## src/rtl/core/itp_pkg.sv

```systemverilog
// ----------------------------------------------------------------------------
// itp_pkg
// Types, character codes and digit decode shared by the integer text parser.
// ----------------------------------------------------------------------------
package itp_pkg;

    typedef enum logic [2:0] {
        PH_START  = 3'd0,
        PH_SIGNED = 3'd1,
        PH_ZERO   = 3'd2,
        PH_DIGITS = 3'd3
    } t_phase;

    typedef enum logic [1:0] {
        RX_DEC = 2'd0,
        RX_HEX = 2'd1,
        RX_BIN = 2'd2
    } t_radix;

    localparam logic [7:0] CH_MINUS = 8'h2D;
    localparam logic [7:0] CH_PLUS  = 8'h2B;
    localparam logic [7:0] CH_ZERO  = 8'h30;
    localparam logic [7:0] CH_LO_X  = 8'h78;
    localparam logic [7:0] CH_UP_X  = 8'h58;
    localparam logic [7:0] CH_LO_B  = 8'h62;
    localparam logic [7:0] CH_UP_B  = 8'h42;

    localparam logic [4:0] DIGIT_BAD = 5'd16;

    // digit value in the given radix, DIGIT_BAD when the character is not one
    function automatic logic [4:0] digit_of(input logic [7:0] c, input t_radix mode);
        logic [4:0] d;
        d = DIGIT_BAD;
        if (mode == RX_BIN) begin
            if (c == 8'h30 || c == 8'h31) d = 5'(c - 8'h30);
        end else if (c inside {[8'h30:8'h39]}) begin
            d = 5'(c - 8'h30);
        end else if (mode == RX_HEX) begin
            if (c inside {[8'h61:8'h66]}) d = 5'(c - 8'h61 + 8'd10);
            else if (c inside {[8'h41:8'h46]}) d = 5'(c - 8'h41 + 8'd10);
        end
        return d;
    endfunction

endpackage

```

## src/rtl/core/itp_stream_if.sv

```systemverilog
// ----------------------------------------------------------------------------
// itp_stream_if
// Valid/ready channels of the integer text parser: characters in, results out.
// ----------------------------------------------------------------------------
interface itp_char_if;
    logic       valid;
    logic       ready;
    logic [7:0] char_code;
    logic       char_present;
    logic       last_char;

    modport source (output valid, output char_code, output char_present,
                    output last_char, input ready);
    modport sink   (input valid, input char_code, input char_present,
                    input last_char, output ready);
endinterface

interface itp_result_if;
    logic        valid;
    logic        ready;
    logic [63:0] parsed_value;
    logic        parse_ok;

    modport source (output valid, output parsed_value, output parse_ok, input ready);
    modport sink   (input valid, input parsed_value, input parse_ok, output ready);
endinterface

```

## src/rtl/core/integer_text_parser_top.sv

```systemverilog
// ----------------------------------------------------------------------------
// integer_text_parser_top
// Streaming parser of signed integer text with optional 0x / 0b prefix.
// ----------------------------------------------------------------------------
// One character request per item, one result request on the item flagged
// last_char. Grammar: optional '-' or '+', optional 0x/0X (hex) or 0b/0B
// (binary) prefix right after a leading '0', else decimal, then digits.
// Throughput is one item per clock while no result waits at the output; the
// last item of a text passes the input register, then the state and result
// registers, before its result is presented.
// The figure is set by the digit step: accumulator * radix + digit is a
// shift-add on the 64-bit accumulator that sits between the input register
// and the state registers. A bad digit, a text with no characters, or
// unsigned 64-bit overflow gives parse_ok = 0 and parsed_value = 0. A text
// holding only a sign and/or prefix parses as 0 with parse_ok = 1. The
// negated accumulator is kept alongside the plain one so the sign costs no
// extra adder on the result path. All parse state returns to its reset value
// after each result. Input is stalled only while a result waits at the output.
// ----------------------------------------------------------------------------
module integer_text_parser_top
    import itp_pkg::*;
(
    input  logic i_clk,
    input  logic i_rst_n,
    itp_char_if.sink     i_char,
    itp_result_if.source o_res
);

    // input register
    logic       r_in_valid;
    logic [7:0] r_in_char;
    logic       r_in_present;
    logic       r_in_last;

    // parse state
    t_phase      r_phase,   n_phase;
    t_radix      r_radix,   n_radix;
    logic        r_neg,     n_neg;
    logic [63:0] r_acc,     n_acc;
    logic [63:0] r_neg_acc, n_neg_acc;   // always equals -r_acc
    logic        r_err,     n_err;
    logic        r_seen,    n_seen;

    // result register
    logic        r_out_valid;
    logic [63:0] r_out_value, n_out_value;
    logic        r_out_ok,    n_out_ok;

    logic adv;   // second stage moves: output free or being taken

    assign adv          = !r_out_valid || o_res.ready;
    assign i_char.ready = adv || !r_in_valid;

    assign o_res.valid        = r_out_valid;
    assign o_res.parsed_value = r_out_value;
    assign o_res.parse_ok     = r_out_ok;

    always_ff @(posedge i_clk) begin
        if (!i_rst_n) begin
            r_in_valid <= 1'b0;
        end else if (i_char.ready) begin
            r_in_valid <= i_char.valid;
        end
    end

    always_ff @(posedge i_clk) begin
        if (i_char.valid && i_char.ready) begin
            r_in_char    <= i_char.char_code;
            r_in_present <= i_char.char_present;
            r_in_last    <= i_char.last_char;
        end
    end

    // digit step and grammar, one item
    always_comb begin
        logic [4:0]  d;
        logic [67:0] dec_sum;
        logic        take;
        logic        ovf;
        logic [63:0] acc_step;
        logic [63:0] neg_step;
        logic        ok;

        n_phase   = r_phase;
        n_radix   = r_radix;
        n_neg     = r_neg;
        n_acc     = r_acc;
        n_neg_acc = r_neg_acc;
        n_err     = r_err;
        n_seen    = r_seen;
        take      = 1'b0;

        if (r_in_present) begin
            n_seen = 1'b1;
            if (!r_err) begin
                case (r_phase)
                    PH_START: begin
                        if (r_in_char == CH_MINUS) begin
                            n_neg   = 1'b1;
                            n_phase = PH_SIGNED;
                        end else if (r_in_char == CH_PLUS) begin
                            n_phase = PH_SIGNED;
                        end else if (r_in_char == CH_ZERO) begin
                            n_phase = PH_ZERO;
                        end else begin
                            n_phase = PH_DIGITS;
                            take    = 1'b1;
                        end
                    end
                    PH_SIGNED: begin
                        if (r_in_char == CH_ZERO) begin
                            n_phase = PH_ZERO;
                        end else begin
                            n_phase = PH_DIGITS;
                            take    = 1'b1;
                        end
                    end
                    PH_ZERO: begin
                        n_phase = PH_DIGITS;
                        if (r_in_char == CH_LO_X || r_in_char == CH_UP_X) begin
                            n_radix = RX_HEX;
                        end else if (r_in_char == CH_LO_B || r_in_char == CH_UP_B) begin
                            n_radix = RX_BIN;
                        end else begin
                            take = 1'b1;
                        end
                    end
                    default: begin
                        n_phase = PH_DIGITS;
                        take    = 1'b1;
                    end
                endcase
            end
        end

        // value of the digit in the current radix; the prefix letter never
        // reaches here in the cycle it switches the radix
        d       = digit_of(r_in_char, r_radix);
        dec_sum = ({4'd0, r_acc} << 3) + ({4'd0, r_acc} << 1) + {63'd0, d};
        case (r_radix)
            RX_HEX: begin
                acc_step = {r_acc[59:0], d[3:0]};
                neg_step = {r_neg_acc[59:0], 4'd0} - {60'd0, d[3:0]};
                ovf      = (r_acc[63:60] != 4'd0);
            end
            RX_BIN: begin
                acc_step = {r_acc[62:0], d[0]};
                neg_step = {r_neg_acc[62:0], 1'b0} - {63'd0, d[0]};
                ovf      = r_acc[63];
            end
            default: begin
                acc_step = dec_sum[63:0];
                neg_step = (r_neg_acc << 3) + (r_neg_acc << 1) - {59'd0, d};
                ovf      = (dec_sum[67:64] != 4'd0);
            end
        endcase

        if (take) begin
            if (d == DIGIT_BAD || ovf) begin
                n_err = 1'b1;
            end else begin
                n_acc     = acc_step;
                n_neg_acc = neg_step;
            end
        end

        ok          = n_seen && !n_err;
        n_out_ok    = ok;
        n_out_value = !ok ? 64'd0 : (n_neg ? n_neg_acc : n_acc);

        // text ends: back to the start state
        if (r_in_last) begin
            n_phase   = PH_START;
            n_radix   = RX_DEC;
            n_neg     = 1'b0;
            n_acc     = 64'd0;
            n_neg_acc = 64'd0;
            n_err     = 1'b0;
            n_seen    = 1'b0;
        end
    end

    always_ff @(posedge i_clk) begin
        if (!i_rst_n) begin
            r_phase     <= PH_START;
            r_radix     <= RX_DEC;
            r_neg       <= 1'b0;
            r_acc       <= 64'd0;
            r_neg_acc   <= 64'd0;
            r_err       <= 1'b0;
            r_seen      <= 1'b0;
            r_out_valid <= 1'b0;
        end else if (adv) begin
            r_out_valid <= r_in_valid && r_in_last;
            if (r_in_valid) begin
                r_phase   <= n_phase;
                r_radix   <= n_radix;
                r_neg     <= n_neg;
                r_acc     <= n_acc;
                r_neg_acc <= n_neg_acc;
                r_err     <= n_err;
                r_seen    <= n_seen;
            end
        end
    end

    always_ff @(posedge i_clk) begin
        if (adv && r_in_valid && r_in_last) begin
            r_out_value <= n_out_value;
            r_out_ok    <= n_out_ok;
        end
    end

    // ------------------------------------------------------------------------
    // assertions
    // ------------------------------------------------------------------------

    // the negated accumulator tracks the accumulator
    a_neg_track: assert property (@(posedge i_clk) disable iff (!i_rst_n)
        (r_acc + r_neg_acc) == 64'd0)
        else $error("negated accumulator out of step");

    // a failed parse carries a zero value
    a_fail_zero: assert property (@(posedge i_clk) disable iff (!i_rst_n)
        (r_out_valid && !r_out_ok) |-> (r_out_value == 64'd0))
        else $error("failed parse with nonzero value");

    // state is cleared after the last item of a text
    a_end_clear: assert property (@(posedge i_clk) disable iff (!i_rst_n)
        (adv && r_in_valid && r_in_last) |=>
            (r_phase == PH_START && r_acc == 64'd0 && !r_err && !r_seen && !r_neg))
        else $error("state not cleared at end of text");

    // a prefix radix only exists once digits have started
    a_radix_phase: assert property (@(posedge i_clk) disable iff (!i_rst_n)
        (r_radix != RX_DEC) |-> (r_phase == PH_DIGITS))
        else $error("prefix radix outside digit phase");

    // an empty output stage never stalls the input
    a_no_stall: assert property (@(posedge i_clk) disable iff (!i_rst_n)
        !r_out_valid |-> i_char.ready)
        else $error("input stalled with output empty");

endmodule

```

## src/flat_wrapper.sv

```systemverilog
// flat-port wrapper written by rule: the top's interface ports become plain ports
module integer_text_parser_top_flat import itp_pkg::*;
  (i_clk, i_rst_n, i_char_valid, i_char_char_code, i_char_char_present, i_char_last_char, i_char_ready, o_res_valid, o_res_parsed_value, o_res_parse_ok, o_res_ready);
  itp_char_if i_char_i ();
  itp_result_if o_res_i ();
  input  logic i_clk;
  input  logic i_rst_n;
  input wire logic [$bits(i_char_i.valid)-1:0] i_char_valid;
  input wire logic [$bits(i_char_i.char_code)-1:0] i_char_char_code;
  input wire logic [$bits(i_char_i.char_present)-1:0] i_char_char_present;
  input wire logic [$bits(i_char_i.last_char)-1:0] i_char_last_char;
  output wire logic [$bits(i_char_i.ready)-1:0] i_char_ready;
  output wire logic [$bits(o_res_i.valid)-1:0] o_res_valid;
  output wire logic [$bits(o_res_i.parsed_value)-1:0] o_res_parsed_value;
  output wire logic [$bits(o_res_i.parse_ok)-1:0] o_res_parse_ok;
  input wire logic [$bits(o_res_i.ready)-1:0] o_res_ready;
  assign i_char_i.valid = i_char_valid;
  assign i_char_i.char_code = i_char_char_code;
  assign i_char_i.char_present = i_char_char_present;
  assign i_char_i.last_char = i_char_last_char;
  assign i_char_ready = i_char_i.ready;
  assign o_res_valid = o_res_i.valid;
  assign o_res_parsed_value = o_res_i.parsed_value;
  assign o_res_parse_ok = o_res_i.parse_ok;
  assign o_res_i.ready = o_res_ready;
  integer_text_parser_top u_core (.i_clk(i_clk), .i_rst_n(i_rst_n), .i_char(i_char_i), .o_res(o_res_i));
endmodule
```

## config.mk

```make
export PLATFORM = sky130hd
export DESIGN_NAME = integer_text_parser_top_flat
export DESIGN_NICKNAME = d
export VERILOG_FILES = /design/src/rtl/core/itp_pkg.sv /design/src/rtl/core/itp_stream_if.sv /design/src/rtl/core/integer_text_parser_top.sv /design/src/flat_wrapper.sv
export SDC_FILE = /design/constraint.sdc
export NUM_CORES = 1
export LEC_CHECK = 0
export BUFFER_PORTS_ARGS = -buffer_cell sky130_fd_sc_hd__buf_2
export CAP_MARGIN = 25
export CORE_MARGIN = 10
export CORE_UTILIZATION = 60
export DETAILED_ROUTE_END_ITERATION = 16
export PLACE_DENSITY = 0.77
export SLEW_MARGIN = 20
export SYNTH_ARGS = -nofsm -noshare
export SYNTH_HDL_FRONTEND = slang
export SYNTH_SLANG_ARGS = --single-unit
export TNS_END_PERCENT = 50
```

## constraint.sdc

```tcl
create_clock -name i_clk -period 6.1 [get_ports i_clk]
set_clock_uncertainty 0.1 [all_clocks]
set_input_delay 0.61 -clock i_clk [delete_from_list [all_inputs] [get_ports i_clk]]
set_output_delay 0.61 -clock i_clk [all_outputs]
set_load 0.05 [all_outputs]
```

==> results.json <==
{
  "crit_required_ns": 6.30,
  "finalSetupViolCount": 0,
  "drive_above_1_share_pct": 11.6,
  "seqPwrFrac_pct": 34.1,
  "synth_fp_nets": 3273,
  "chipWidth_um": 220,
  "power_frac_comb_pct": 27.9,
  "die_y_um": 220,
  "critPathMaxFanout": 9,
  "tightestPinTransition_ns": 1.03,
  "die_area_sq_um": 48200,
  "start_util_pct": 60.4,
  "async_flop_share_pct": 0,
  "synth_area_sq_um": 23900,
  "status": "finished clean",
  "irDropWorstVdd_uv": 242,
  "syn_to_final_growth_pct": 9.83,
  "ys_types": 109,
  "ys.flop_type": "dfxtp_1",
  "fillers": 3370,
  "ys_seq_elements": 212,
  "cts_buffers": 26,
  "io_pins": 81,
  "cts_root_buf": "clkbuf_16",
  "cts_tree": "done",
  "ant_nets": 0,
  "first_pass_iters": 6,
  "routedWlPerCell_um": 25.0,
  "path_clk_slew_ns": 0.06,
  "first_global_vias": 23100,
  "cellPowerDensity_nw_per_um2": 168,
  "num_rows": 73,
  "track_usage_pct": 34.8,
  "clockBufferDepth": 3,
  "gp_congestion": 1.01,
  "dr_total_vias": 24600,
  "worst_setup_path_start_kind": "register",
  "period_share_pct": 97.6,
  "grt_max_degree": 179,
  "routed_wl_um": 89000,
  "io_buffers": 80,
  "yosys_warnings": 0,
  "finalMaxSlewViolations": 0,
  "layout_commonest_cell": "a21oi_1",
  "final_cell_mix": "a21oi_1, nand2_1, ha_1, inv_1, xnor2_1",
  "fmax_mhz": 168,
  "cp-end-kind": "register",
  "drc": 0,
  "max_cap_violations": 0,
  "dpl.hpwl_um": 67000,
  "power_frac_clock_pct": 38.0,
  "synth_area_per_cell_sq_um": 7.97,
  "leakagePower_uw": 0.0117,
  "synth_cells": 2995,
  "maxSlewHeadroom_pct": 30.8,
  "final_nets": 3291,
  "hold_viol": 0,
  "clkLatencyLatePin_ns": 0.55,
  "antenna_found_initial": 0,
  "crit_arrival_ns": 6.16,
  "fin_crit_ns": 5.96,
  "p_int_uw": 2940,
  "seq_area_frac_synth_pct": 20.9,
  "via_per_inst": 6.91,
  "cts_hold_buf": 0,
  "p_switching_uw": 1470,
  "antenna_cells": 0,
  "final_core_util_pct": 66.3,
  "synth_edf_count": 75,
  "grt-ovfl-total": 0,
  "holdWs_ns": 0.140,
  "cts_sinks": 212,
  "drtIter0Drc": 2849,
  "grt_pass1_wl_um": 133000,
  "core_area_sq_um": 39500,
  "cts_max_level": 1,
  "hp-class": "in -> reg",
  "criticalPathCategory": "reg -> reg",
  "sw_frac_of_total_pct": 33.3
}
-- per-layer routing --
metal	track usage (%)	vias to the layer above	wire, um
li1	-	11100	-
met4	21.6	0	6440
met2	56.5	1519	40000
met1	43.1	11600	34400
met3	4.91	356	8090
met5	0	-	0
-- path summary, 6_finish.rpt --
kind | startpoint | end | slack (ns) | depth (start not counted)
hold reg to reg | u_core.r_neg_acc[58] | u_core.r_neg_acc[58] | 0.39 | 2
hold / removal | i_char_char_code[3] | u_core.r_in_char[3] | 0.14 | 1
setup reg to reg | u_core.r_in_char[0] | u_core.o_res.parsed_value[38] | 0.14 | 24
setup / recovery | u_core.r_in_char[0] | u_core.o_res.parsed_value[38] | 0.14 | 24
-- kinds of logic (layout without fill, tap and decap cells) --
logic type	Yosys count	after routing	synth area share [%]
buf+inv	451	489	7.91
flops	212	212	20.9
mux	50	50	3.79
fa+ha+maj	264	264	14.0
simple gates	821	821	17.1
xor+xnor	239	239	8.76
compound gates	958	958	27.5
-- timing repair --
| item | in CTS | in global routing |
|---|---|---|
| pin swaps | 1 | 17 |
| setup endpoints to repair | 194 | 192 |
| buffers inserted | 1 | 9 |
| gates cloned | 0 | 6 |
| gates resized for setup | 5 | 26 |
-- sequential cells by signal (all words and copies together), names as in the netlist, 2 cells and up --
| register | flops |
|---|---|
| u_core.r_acc | 64 |
| u_core.r_in_char | 8 |
| u_core.r_neg_acc | 64 |
| u_core.r_phase | 2 |
| u_core.o_res.parsed_value | 64 |
| u_core.r_radix | 2 |
-- power by group through the flow --
stage | Combinational [uW] | Sequential [uW] | Clock, uW
2_1_floorplan | 699 | 1560 | 0
3_3_place_gp | 1150 | 1530 | 0
3_5_place_dp | 1160 | 1530 | 0
4_1_cts | 1170 | 1500 | 1670
5_1_grt | 1280 | 1500 | 1730
6_report | 1230 | 1500 | 1680
-- cells in the mapped netlist, drive strengths merged, types with 69 or more instances --
| cell | n | area, sq um |
|---|---|---|
| clkbuf | 135 | 508 |
| a21oi | 270 | 1350 |
| nand3 | 69 | 350 |
| a21o | 79 | 593 |
| ha | 258 | 3230 |
| o21ai | 155 | 787 |
| xnor2 | 182 | 1590 |
| edfxtp | 75 | 2250 |
| inv | 239 | 897 |
| nor2 | 183 | 694 |
| dfxtp | 137 | 2740 |
| nand2 | 259 | 975 |
| a22o | 93 | 815 |
| a221oi | 87 | 781 |
| buf | 74 | 472 |
-- area by class of cell --
type                    instances  area [sq um]  share of cell area [%]
inverters                     242           910                    3.47
flip-flops and latches        212          4990                    19.0
multi-input cells            2332         17200                    65.6
clock inverters                15           160                   0.611
clock buffers                  33           769                    2.93
well taps                     525           657                    2.50
repair buffers                199          1520                    5.81
-- stage by stage --
| step | total power, uW | std cells | setup WS [ns] | instance area, sq um | setup TNS [ns] |
|---|---|---|---|---|---|
| detailed placement | 2690 | 3494 | -0.493 | 25000 | -66.40 |
| finish | 4410 | 3558 | 0.145 | 26200 | 0 |
| global route | 4520 | 3558 | -0.0502 | 26200 | -2.72 |
| global placement | 2680 | 3494 | -0.242 | 25000 | -20.51 |
| CTS | 4340 | 3543 | -0.0221 | 25900 | -0.0221 |
| floorplan | 2260 | 2995 | 0.531 | 23900 | 0 |
-- worst max-delay path, stage by stage, from the launching register on --
cell and delay [ns]:
edfxtp_1 0.44, inv_2 0.12, ha_1 0.18, nor3b_1 0.30, o32a_4 0.26, nor2_1 0.05, buf_4 0.17, fa_1 0.54
inv_1 0.07, fa_2 0.37, nand2b_4 0.19, a21oi_4 0.23, nor4_4 0.07, o31ai_2 0.24, buf_4 0.17, a31oi_4 0.14
a2111oi_4 0.46, a211oi_2 0.08, a2111o_1 0.44, o22ai_4 0.17, buf_12 0.15, buf_4 0.15, clkbuf_16 0.18, mux4_2 0.29
and2_1 0.16
Power figures use the tool's default switching activity.
